**src/hw/rtl/sha256_pkg.sv**
```systemverilog
// sha256_pkg: shared types, constants and round functions for the SHA-256 stream hasher.
// Used by every module in hw/rtl; depends on nothing.
`timescale 1ns / 1ps
package sha256_pkg;

  typedef struct packed {
    logic [7:0] data_byte;
    logic       byte_present;
    logic       last_item;
  } in_item_t;

  typedef struct packed {
    logic [31:0] digest_word;
    logic [2:0]  word_index;
    logic        last_word;
  } out_item_t;

  typedef enum logic [2:0] {
    ST_IDLE,
    ST_LOAD,
    ST_ROUND,
    ST_ADD,
    ST_PAD,
    ST_EMIT
  } ctl_state_t;

  typedef struct packed {
    logic       start;
    logic       busy;
    logic       done;
  } core_ctl_t;

  localparam logic [7:0] PAD_MARK   = 8'h80;
  localparam int         LEN_OFFSET = 56;

  localparam logic [31:0] INIT_VECTOR [8] = '{
    32'h6a09e667, 32'hbb67ae85, 32'h3c6ef372, 32'ha54ff53a,
    32'h510e527f, 32'h9b05688c, 32'h1f83d9ab, 32'h5be0cd19
  };

  localparam logic [31:0] ROUND_CONST [64] = '{
    32'h428a2f98, 32'h71374491, 32'hb5c0fbcf, 32'he9b5dba5,
    32'h3956c25b, 32'h59f111f1, 32'h923f82a4, 32'hab1c5ed5,
    32'hd807aa98, 32'h12835b01, 32'h243185be, 32'h550c7dc3,
    32'h72be5d74, 32'h80deb1fe, 32'h9bdc06a7, 32'hc19bf174,
    32'he49b69c1, 32'hefbe4786, 32'h0fc19dc6, 32'h240ca1cc,
    32'h2de92c6f, 32'h4a7484aa, 32'h5cb0a9dc, 32'h76f988da,
    32'h983e5152, 32'ha831c66d, 32'hb00327c8, 32'hbf597fc7,
    32'hc6e00bf3, 32'hd5a79147, 32'h06ca6351, 32'h14292967,
    32'h27b70a85, 32'h2e1b2138, 32'h4d2c6dfc, 32'h53380d13,
    32'h650a7354, 32'h766a0abb, 32'h81c2c92e, 32'h92722c85,
    32'ha2bfe8a1, 32'ha81a664b, 32'hc24b8b70, 32'hc76c51a3,
    32'hd192e819, 32'hd6990624, 32'hf40e3585, 32'h106aa070,
    32'h19a4c116, 32'h1e376c08, 32'h2748774c, 32'h34b0bcb5,
    32'h391c0cb3, 32'h4ed8aa4a, 32'h5b9cca4f, 32'h682e6ff3,
    32'h748f82ee, 32'h78a5636f, 32'h84c87814, 32'h8cc70208,
    32'h90befffa, 32'ha4506ceb, 32'hbef9a3f7, 32'hc67178f2
  };

  function automatic logic [31:0] rotr(input logic [31:0] v, input int unsigned n);
    rotr = (v >> n) | (v << (32 - n));
  endfunction

  function automatic logic [31:0] ssig0(input logic [31:0] v);
    ssig0 = rotr(v, 7) ^ rotr(v, 18) ^ (v >> 3);
  endfunction

  function automatic logic [31:0] ssig1(input logic [31:0] v);
    ssig1 = rotr(v, 17) ^ rotr(v, 19) ^ (v >> 10);
  endfunction

  function automatic logic [31:0] bsig0(input logic [31:0] v);
    bsig0 = rotr(v, 2) ^ rotr(v, 13) ^ rotr(v, 22);
  endfunction

  function automatic logic [31:0] bsig1(input logic [31:0] v);
    bsig1 = rotr(v, 6) ^ rotr(v, 11) ^ rotr(v, 25);
  endfunction

endpackage

```
**src/hw/rtl/sha256_core.sv**
```systemverilog
// sha256_core: one-round-per-cycle compression over a 16-word schedule memory.
// Holds block words and chaining value in local storage; uses sha256_pkg types and functions.
`timescale 1ns / 1ps
module sha256_core
  import sha256_pkg::*;
(
  input  logic        clk,
  input  logic        rst,
  input  logic        start,
  input  logic        wr_en,
  input  logic [3:0]  wr_addr,
  input  logic [31:0] wr_data,
  input  logic        chain_init,
  input  logic [2:0]  rd_sel,
  output logic [31:0] rd_word,
  output core_ctl_t   ctl
);

  // 16-entry schedule memory, rewritten in place as rounds proceed
  logic [31:0] wmem [16];
  logic [31:0] chain [8];
  logic [31:0] a, b, c, d, e, f, g, h;
  logic [6:0]  rnd;
  logic        running;
  logic        finish;
  logic [31:0] w_cur, w_new, t1, t2;
  logic [3:0]  ri;

  assign ri = rnd[3:0];

  always_comb begin
    w_new = ssig1(wmem[4'(ri + 4'd14)]) + wmem[4'(ri + 4'd9)] +
            ssig0(wmem[4'(ri + 4'd1)]) + wmem[ri];
    w_cur = rnd[6:4] == 3'd0 ? wmem[ri] : w_new;
    t1 = h + bsig1(e) + ((e & f) ^ (~e & g)) + ROUND_CONST[rnd[5:0]] + w_cur;
    t2 = bsig0(a) + ((a & b) ^ (a & c) ^ (b & c));
  end

  always_ff @(posedge clk) begin
    if (wr_en) begin
      wmem[wr_addr] <= wr_data;
    end else if (running) begin
      wmem[ri] <= w_cur;
    end
  end

  always_ff @(posedge clk) begin
    if (rst) begin
      running <= 1'b0;
      finish  <= 1'b0;
      rnd     <= '0;
    end else begin
      finish <= 1'b0;
      if (start) begin
        running <= 1'b1;
        rnd     <= '0;
      end else if (running) begin
        rnd <= rnd + 7'd1;
        if (rnd == 7'd63) begin
          running <= 1'b0;
          finish  <= 1'b1;
        end
      end
    end
  end

  always_ff @(posedge clk) begin
    if (rst || chain_init) begin
      for (int i = 0; i < 8; i++) chain[i] <= INIT_VECTOR[i];
    end else if (finish) begin
      chain[0] <= chain[0] + a; chain[1] <= chain[1] + b;
      chain[2] <= chain[2] + c; chain[3] <= chain[3] + d;
      chain[4] <= chain[4] + e; chain[5] <= chain[5] + f;
      chain[6] <= chain[6] + g; chain[7] <= chain[7] + h;
    end
  end

  always_ff @(posedge clk) begin
    if (start) begin
      {a, b, c, d, e, f, g, h} <= {chain[0], chain[1], chain[2], chain[3],
                                   chain[4], chain[5], chain[6], chain[7]};
    end else if (running) begin
      h <= g; g <= f; f <= e; e <= d + t1;
      d <= c; c <= b; b <= a; a <= t1 + t2;
    end
  end

  assign rd_word   = chain[rd_sel];
  assign ctl.start = start;
  assign ctl.busy  = running | finish;
  assign ctl.done  = finish;

  property p_no_restart;
    @(posedge clk) disable iff (rst) running |-> !start;
  endproperty
  a_no_restart: assert property (p_no_restart) else $error("core restarted while busy");

  property p_finish_after_last;
    @(posedge clk) disable iff (rst) finish |-> $past(rnd) == 7'd63;
  endproperty
  a_finish_after_last: assert property (p_finish_after_last) else $error("early finish");

  property p_no_write_busy;
    @(posedge clk) disable iff (rst) running |-> !wr_en;
  endproperty
  a_no_write_busy: assert property (p_no_write_busy) else $error("write during rounds");

endmodule

```
**src/hw/rtl/sha256_stream_hasher.sv**
```systemverilog
// Top level: SHA-256 over a byte stream. One item carries at most one byte; eight digest words
// leave after a last item. Takes bytes one per cycle, while idle, into a word packer; each full
// 64-byte block runs 64 rounds, one round per cycle, in sha256_core, and input stalls while a
// block is hashed. A last item adds one or two padded blocks and then eight output items.
// Depends on sha256_pkg and sha256_core.
`timescale 1ns / 1ps
module sha256_stream_hasher
  import sha256_pkg::*;
(
  input  logic      clk,
  input  logic      rst,
  input  logic      in_valid,
  output logic      in_stall,
  input  in_item_t  in_data,
  output logic      out_valid,
  input  logic      out_stall,
  output out_item_t out_data
);

  ctl_state_t  state, state_next;
  logic [5:0]  fill;
  logic [60:0] count;
  logic [23:0] part;
  logic        pend_last;
  logic        pad_done;
  logic        len_blk;
  logic [3:0]  pad_pos;
  logic [2:0]  emit_idx;

  logic        core_start, core_wr, chain_init;
  logic [3:0]  core_addr;
  logic [31:0] core_wdata, core_rd;
  core_ctl_t   core_ctl;
  logic        accept;
  logic [31:0] wword;
  logic [63:0] bitlen;

  sha256_core u_core (
    .clk(clk), .rst(rst), .start(core_start), .wr_en(core_wr),
    .wr_addr(core_addr), .wr_data(core_wdata), .chain_init(chain_init),
    .rd_sel(emit_idx), .rd_word(core_rd), .ctl(core_ctl)
  );

  assign accept = in_valid && !in_stall;
  assign bitlen = {count, 3'b000};

  always_comb begin
    wword = '0;
    unique case (fill[1:0])
      2'd0: wword = {in_data.data_byte, 24'h0};
      2'd1: wword = {part[23:16], in_data.data_byte, 16'h0};
      2'd2: wword = {part[23:8], in_data.data_byte, 8'h0};
      default: wword = {part, in_data.data_byte};
    endcase
  end

  // pad word for position pad_pos given current fill (fill not yet padded in this block)
  logic [31:0] pad_word;
  logic [3:0]  fill_w;
  always_comb begin
    fill_w = fill[5:2];
    pad_word = '0;
    if (!len_blk) begin
      if (pad_pos == fill_w) begin
        unique case (fill[1:0])
          2'd0: pad_word = {PAD_MARK, 24'h0};
          2'd1: pad_word = {part[23:16], PAD_MARK, 16'h0};
          2'd2: pad_word = {part[23:8], PAD_MARK, 8'h0};
          default: pad_word = {part, PAD_MARK};
        endcase
      end
    end
    if (pad_pos == 4'd14 && !(pad_done && !len_blk) && !(fill >= 6'd56 && !len_blk))
      pad_word = bitlen[63:32];
    if (pad_pos == 4'd15 && !(fill >= 6'd56 && !len_blk))
      pad_word = bitlen[31:0];
  end

  always_comb begin
    state_next = state;
    in_stall   = 1'b1;
    core_start = 1'b0;
    core_wr    = 1'b0;
    core_addr  = fill[5:2];
    core_wdata = wword;
    chain_init = 1'b0;
    out_valid  = 1'b0;
    unique case (state)
      ST_IDLE: begin
        in_stall = 1'b0;
        if (accept) begin
          if (in_data.byte_present && fill[1:0] == 2'd3) core_wr = 1'b1;
          if (in_data.byte_present && fill == 6'd63) state_next = ST_LOAD;
          else if (in_data.last_item) state_next = ST_PAD;
        end
      end
      ST_LOAD: begin
        core_start = 1'b1;
        state_next = ST_ROUND;
      end
      ST_ROUND: begin
        if (core_ctl.done) state_next = pend_last ? ST_PAD : ST_IDLE;
        if (core_ctl.done && pend_last && pad_done && len_blk) state_next = ST_EMIT;
      end
      ST_PAD: begin
        // full message words below the mark stay in place
        core_wr    = len_blk || (pad_pos >= fill_w);
        core_addr  = pad_pos;
        core_wdata = pad_word;
        if (pad_pos == 4'd15) state_next = ST_LOAD;
      end
      ST_EMIT: begin
        out_valid = 1'b1;
        if (!out_stall && emit_idx == 3'd7) begin
          chain_init = 1'b1;
          state_next = ST_IDLE;
        end
      end
      default: state_next = ST_IDLE;
    endcase
  end

  always_ff @(posedge clk) begin
    if (rst) begin
      state     <= ST_IDLE;
      fill      <= '0;
      count     <= '0;
      pend_last <= 1'b0;
      pad_done  <= 1'b0;
      len_blk   <= 1'b0;
      pad_pos   <= '0;
      emit_idx  <= '0;
    end else begin
      state <= state_next;
      if (state == ST_IDLE && accept) begin
        if (in_data.byte_present) begin
          fill  <= fill + 6'd1;
          count <= count + 61'd1;
          unique case (fill[1:0])
            2'd0: part[23:16] <= in_data.data_byte;
            2'd1: part[15:8]  <= in_data.data_byte;
            2'd2: part[7:0]   <= in_data.data_byte;
            default: ;
          endcase
        end
        pend_last <= in_data.last_item;
        pad_pos   <= '0;
      end
      if (state == ST_PAD) begin
        pad_pos <= pad_pos + 4'd1;
        if (pad_pos == 4'd15) begin
          // block holding the mark: length fits only if fill < 56
          if (!pad_done) begin
            pad_done <= 1'b1;
            len_blk  <= (fill < 6'd56);
          end else begin
            len_blk <= 1'b1;
          end
        end
      end
      if (state == ST_ROUND && core_ctl.done && pend_last && pad_done && !len_blk) begin
        pad_pos <= '0;
        len_blk <= 1'b1;
        fill    <= 6'd0;
      end
      if (state == ST_EMIT && !out_stall) begin
        emit_idx <= emit_idx + 3'd1;
        if (emit_idx == 3'd7) begin
          fill      <= '0;
          count     <= '0;
          pend_last <= 1'b0;
          pad_done  <= 1'b0;
          len_blk   <= 1'b0;
        end
      end
    end
  end

  assign out_data.digest_word = core_rd;
  assign out_data.word_index  = emit_idx;
  assign out_data.last_word   = (emit_idx == 3'd7);

  property p_idle_only_accept;
    @(posedge clk) disable iff (rst) accept |-> state == ST_IDLE;
  endproperty
  a_idle_only_accept: assert property (p_idle_only_accept) else $error("accept while busy");

  property p_emit_after_core;
    @(posedge clk) disable iff (rst) out_valid |-> !core_ctl.busy;
  endproperty
  a_emit_after_core: assert property (p_emit_after_core) else $error("emit during rounds");

  property p_emit_needs_last;
    @(posedge clk) disable iff (rst) out_valid |-> pend_last && len_blk;
  endproperty
  a_emit_needs_last: assert property (p_emit_needs_last) else $error("emit without padding");

endmodule

```
**config.mk**
```make
export PLATFORM = sky130hd
export DESIGN_NAME = sha256_stream_hasher
export DESIGN_NICKNAME = d
export VERILOG_FILES = /design/src/hw/rtl/sha256_pkg.sv /design/src/hw/rtl/sha256_core.sv /design/src/hw/rtl/sha256_stream_hasher.sv
export SDC_FILE = /design/constraint.sdc
export NUM_CORES = 2
export LEC_CHECK = 0
export BUFFER_PORTS_ARGS = -buffer_cell sky130_fd_sc_hd__buf_2
export CORE_ASPECT_RATIO = 0.7
export CORE_MARGIN = 5
export CORE_UTILIZATION = 40
export DETAILED_ROUTE_END_ITERATION = 6
export PLACE_DENSITY = 0.56
export SYNTH_ARGS = -nofsm -noshare
export SYNTH_HDL_FRONTEND = slang
export SYNTH_HIERARCHICAL = 1
export SYNTH_SLANG_ARGS = --single-unit
```
**constraint.sdc**
```tcl
create_clock -name clk -period 24.3 [get_ports clk]
set_input_delay 1.215 -clock clk [delete_from_list [all_inputs] [get_ports clk]]
set_output_delay 1.215 -clock clk [all_outputs]
set_load 0.05 [all_outputs]
```
**After elaboration in Yosys (flattened, before gate mapping)**

Memory sizes are Yosys's and may differ from the RTL's. A register that Yosys moved wholly into a read port is not among the register bits.
Cells that the tools add are included.

- Bitwise logic cells: 38
- Equality and inequality tests: 18
- Reduce and logical (&&, ||, !) cells: 37
- Order comparisons: 4
- Add/sub/neg operators: 26
- Multiplexer cells: 97

Operators by type and width:

| kind | number |
|---|---|
| 32-bit two-way mux | 33 |
| 32-bit adder | 18 |
| 32-bit bitwise XOR | 9 |
| 61-bit two-way mux | 4 |
| 32-bit one-hot mux with 3 select lines | 2 |
| 32-bit AND | 5 |
| 61-bit by 1-bit adder with 61-bit output, second input constant | 1 |
| 1-bit two-way mux | 35 |
| 32-bit NOT | 1 |
| 10-bit by 32-bit OR with 32-bit output | 1 |
| 13-bit by 32-bit OR with 32-bit output | 1 |
| 14-bit by 32-bit OR with 32-bit output | 1 |
| 15-bit by 32-bit OR with 32-bit output | 1 |
| 19-bit by 32-bit OR with 32-bit output | 1 |
| 21-bit by 32-bit OR with 32-bit output | 1 |
| 25-bit by 32-bit OR with 32-bit output | 1 |
| 26-bit by 32-bit OR with 32-bit output | 1 |
| 30-bit by 32-bit OR with 32-bit output | 1 |
| 7-bit by 32-bit OR with 32-bit output | 1 |
| 32-bit OR reduction | 1 |
| 32-bit by 22-bit bitwise XOR with 32-bit output | 1 |
| 32-bit by 29-bit bitwise XOR with 32-bit output | 1 |
| 3-bit two-way mux | 10 |
| 6-bit two-way mux | 5 |
| other kinds (36) | 84 |

- Input port bits: 14
- Memory bits (writable): 768
- ROM bits: 2,048
- Output and inout port bits: 38
- Memories kept: 3
- Bits in registers: 369

Memory list:

| name | words | width | rd ports | clocked after Yosys merged registers in | write ports | RTL line | source |
|---|---|---|---|---|---|---|---|
| (name not given) | 64 | 32 | 1 | 0 | 0 | sha256_core.sv:35 | `t1 = h + bsig1(e) + ((e & f) ^ (~e & g)) + ROUND_CONST[rnd[5:0]] + w_cur;` |
| u_core.wmem | 16 | 32 | 4 | 1 | 1 | sha256_core.sv:20 | `logic [31:0] wmem [16];` |
| u_core.chain | 8 | 32 | 9 | 1 | 8 | sha256_core.sv:21 | `logic [31:0] chain [8];` |

**Depth between registers and ports, before layout**

An unclocked memory read counts as a cell.

- Depth after elaboration: 13
- Mapped depth: 60
- Gate-level depth less buffers: 54

**By module**

The synthesis kept the hierarchy.

Modules (own cells, without submodules):

| module | times used | cells each | area each (um2) |
|---|---|---|---|
| sha256_core | 1 | 6,375 | 77,919.7 |
| sha256_stream_hasher | 1 | 678 | 5,776.8 |

**Worst setup path before layout**

Ideal clock, no wire load.

- Path type: reg2reg
- From: register u_core.rnd[1]
- To: register u_core.a[31], data pin
- Arrival time: 13.673 ns
- Cell stages (with the launch flop): 55
- Setup time: 0.260 ns
- Required time: 24.040 ns
- Setup slack: 10.368 ns
- Cell sequence: dfxtp_1 > clkbuf_1 > buf_1 > clkbuf_1 > clkbuf_1 > inv_1 > ha_1 > clkbuf_1 > buf_2 > buf_1 > clkbuf_1 > mux4_2 > mux4_2 > xnor2_1 > fa_1 > fa_1 > ha_1 > a21o_1 > [19 not listed] > o221a_2 > o21ai_0 > nand3_1 > o211ai_1 > o21ai_0 > a21o_1 > a21oi_1 > xor2_1 > fa_1 > inv_1 > ha_1 > clkbuf_1 > a21o_1 > a21oi_1 > nand3_1 > a21oi_1 > xnor3_1 > mux2_2

- Cells in the longest elaborated chain, start to end: 13
- Elaborated cells between the ends (all ways): 25
- Those cells by class: add/sub: 9; mux: 5; bitwise: 9; memory: 2

RTL lines:

| what | RTL line | source |
|---|---|---|
| start: declaration | sha256_core.sv:23 | `logic [6:0] rnd;` |
| start signal: assignment | sha256_core.sv:58 | `rnd <= rnd + 7'd1;` |
| 4-bit adder | sha256_core.sv:32 | `w_new = ssig1(wmem[4'(ri + 4'd14)]) + wmem[4'(ri + 4'd9)] +` |
| memory read 16 x 32 bit | - |  |
| 15-bit by 32-bit OR with 32-bit output / 13-bit by 32-bit OR with 32-bit output (equally long branches) | sha256_pkg.sv:61 | `rotr = (v >> n) \| (v << (32 - n));` |
| 32-bit bitwise XOR | sha256_pkg.sv:69 | `ssig1 = rotr(v, 17) ^ rotr(v, 19) ^ (v >> 10);` |
| 32-bit by 22-bit bitwise XOR with 32-bit output | sha256_pkg.sv:69 |  |
| 32-bit adder (2 in a row) | sha256_core.sv:32 |  |
| 32-bit adder | sha256_core.sv:33 | `ssig0(wmem[4'(ri + 4'd1)]) + wmem[ri];` |
| 32-bit two-way mux | sha256_core.sv:34 | `w_cur = rnd[6:4] == 3'd0 ? wmem[ri] : w_new;` |
| 32-bit adder * | sha256_core.sv:35 |  |
| 32-bit adder * | sha256_core.sv:84 | `d <= c; c <= b; b <= a; a <= t1 + t2;` |
| 32-bit two-way mux * | sha256_core.sv:82 | `end else if (running) begin` |
| 32-bit two-way mux * | sha256_core.sv:79 | `if (start) begin` |
| end signal: assignment | sha256_core.sv:80 | `{a, b, c, d, e, f, g, h} <= {chain[0], chain[1], chain[2], chain[3],` |
| end: declaration | sha256_core.sv:22 | `logic [31:0] a, b, c, d, e, f, g, h;` |

Mark *: on every way between the ends. The rest lies on a longest branch, timed or not. The select of a mux whose other input is x is not followed.
A chain may end at the register's enable or synchronous reset.

**Worst setup path in the final report**

- From: register u_core.rnd[0]
- To: register u_core.a[29], data pin

The elaborated chain is that of the path after synthesis.

==> results.cfg <==
[status]
status = finished, final reports clean

[setup_path]
end_kind = flip-flop
required_ps = 24820
crit_path_start_kind = flip-flop
crit_path_top_delay_cell = buf_4
crit_fanout = 53
cpMostUsedCell = fa_1
rr_worst_depth = 49
slowest_delay_ps = 840
crit_type = flip-flop to flip-flop
worst_ep_arrival_time_ps = 15300

[place]
finalWeightedCongestion = 1.013
dp_hpwl_mm = 214.2
dpl_cell_area_um2 = 87240
portBuffers = 51

[route]
dr.pass1.iters = 6
ant_nets = 0
route.detailed.drc = 0
drt_iter0_markers = 8772
vias = 62462
post_drt_wl_per_cell_um = 30.08
drt_wl_total_mm = 297.0
avgViaCountPerCell = 6.328

[logic_synthesis]
post_synth_instance_area_um2 = 83680
syn_avg_cell_area_um2 = 11.87
yosysWarnings = 6
syn_nets = 7680
syn_inst = 7051

[timing]
hold_viol = 0
worstMarginPinSlew_ps = 1435
fin_setup_tns_ps = 0
fin_skew_ps = 69.66
period_share_pct = 60.82
fmax_ghz = 0.06767
setup_viol = 0
maxSlewViolCount = 0
grt_setup_unrepaired = false
fin_crit_ps = 14780
max_slew_margin_pct = 2.796

[clock_network]
cts_sinks = 1141
root_buffer = clkbuf_16
cts_inserted_buffers = 140
post_cts_buffers = 0
cts_resized = 0
cts_max_level = 4
clkTransAtPathRegs_ps = 60
cts_tree = yes
cts_buffer_depth = 4
clk_latency_ps = 830
hold_buffers = 0

[grt]
grt_usage_pct = 26.59
grt_pass1_wl_mm = 424.9
grt-ovfl-total = 0
grt_start_max_net_pins = 145
grt_pass1_vias = 57705
grt_antenna_before_repair = 15

[run]
cap_viol_max_count = 0

[floorplanning]
rows = 140
die_x_um = 556.7
die-area_um2 = 218600
core-area_um2 = 208100
die_h_um = 392.7
initial_core_util_pct = 40.21
io_pins = 52

[finish]
syn2layout_area_growth_pct = 9.557
drive_gt1_share_pct = 18.27
nets = 7628
stdcell_area_um2 = 91680
n_fill_cell = 19137

[worst_hold_path]
hold_depth = 2
hold_class = flip-flop to flip-flop
flip-flops by register name, summed over array words and instances (netlist names), 7 cells and up, named ones only:
name	count
u_core/a	32
u_core/chain	256
u_core/h	32
u_core/f	32
u_core/g	32
u_core/rnd	7
u_core/wmem	512
u_core/e	32
u_core/c	32
u_core/b	32
part	24
count	61
u_core/d	32
cells in the final DEF (no fill, tap or decap), types with 28 or more instances in the layout:
| master | n |
|---|---|
| nand2_1 | 443 |
| nor2_1 | 396 |
| fa_1 | 195 |
| o21bai_1 | 56 |
| edfxtp_1 | 1048 |
| mux2_2 | 258 |
| clkbuf_1 | 31 |
| a21o_1 | 172 |
| buf_4 | 129 |
| o21a_1 | 61 |
| nor3_1 | 92 |
| dfxtp_1 | 80 |
| a21oi_1 | 408 |
| nand4_1 | 50 |
| a31oi_1 | 51 |
| buf_2 | 51 |
| mux2i_1 | 29 |
| nor2b_1 | 61 |
| xnor2_1 | 371 |
| inv_1 | 474 |
| xor2_1 | 200 |
| mux4_2 | 573 |
| o21ai_0 | 395 |
| ha_1 | 416 |
| o31ai_1 | 28 |
| a211oi_1 | 52 |
| and3_1 | 54 |
| nand2b_1 | 78 |
| or3_1 | 56 |
| clkbuf_16 | 144 |
| nand3_1 | 111 |
per-layer routing:
layer	part of all wire (%)	track usage, %	wire length, um
met1	47	42.53	138200
met2	37	33.39	110600
met3	15	10.42	43090
met4	1.6	4.316	4724
met5	0.087	0.7328	259
layout make-up:
| class | count | area (um^2) | share of cell area, % |
|---|---|---|---|
| diodes | 10 | 25.02 | 0.02729 |
| clock buffers | 177 | 3747 | 4.087 |
| clock inverters | 58 | 668.1 | 0.7288 |
| inverters | 479 | 1798 | 1.961 |
| multi-input cells | 5053 | 47310 | 51.60 |
| flip-flops and latches | 1141 | 33370 | 36.39 |
| well taps | 2769 | 3465 | 3.779 |
| repair buffers | 184 | 1304 | 1.422 |
worst max-delay path: cells and delay by family, from the launching register on:
kind                       cells  cell delay (ps)
muxes                          2             1230
adders and majority gates      9             4050
AOI/OAI and AO/OA             18             4110
and+or+nand+nor                8             1230
buffers and inverters          8             2560
xor gates and xnor gates       4              720
DFF                            1              540
metrics by stage:
stage / utilization [%] / setup slack, ps / hold slack [ps] / cells
2_1_floorplan: - / 10370 / 444.5 / 7051
3_3_place_gp: 41.92 / 9781 / 471.9 / 9626
3_5_place_dp: 41.92 / 9599 / 475.4 / 9626
4_1_cts: 44.04 / 9603 / 484.9 / 9861
5_1_grt: 44.05 / 8467 / 502.4 / 9867
6_report: 44.06 / 9522 / 483.5 / 9871
final timing paths:
| kind | from | endpoint | slack (ps) |
|---|---|---|---|
| worst max-delay path | u_core/rnd[0] | u_core/a[29] | 9520 |
| worst min-delay path | pend_last | pend_last | 480 |
| worst max register to register | u_core/rnd[0] | u_core/a[29] | 9520 |
| worst min register to register | pend_last | pend_last | 480 |
Power is left out: the tool's default activity adds up to more than one toggle a clock period on the data nets, which glitch-free logic cannot reach.
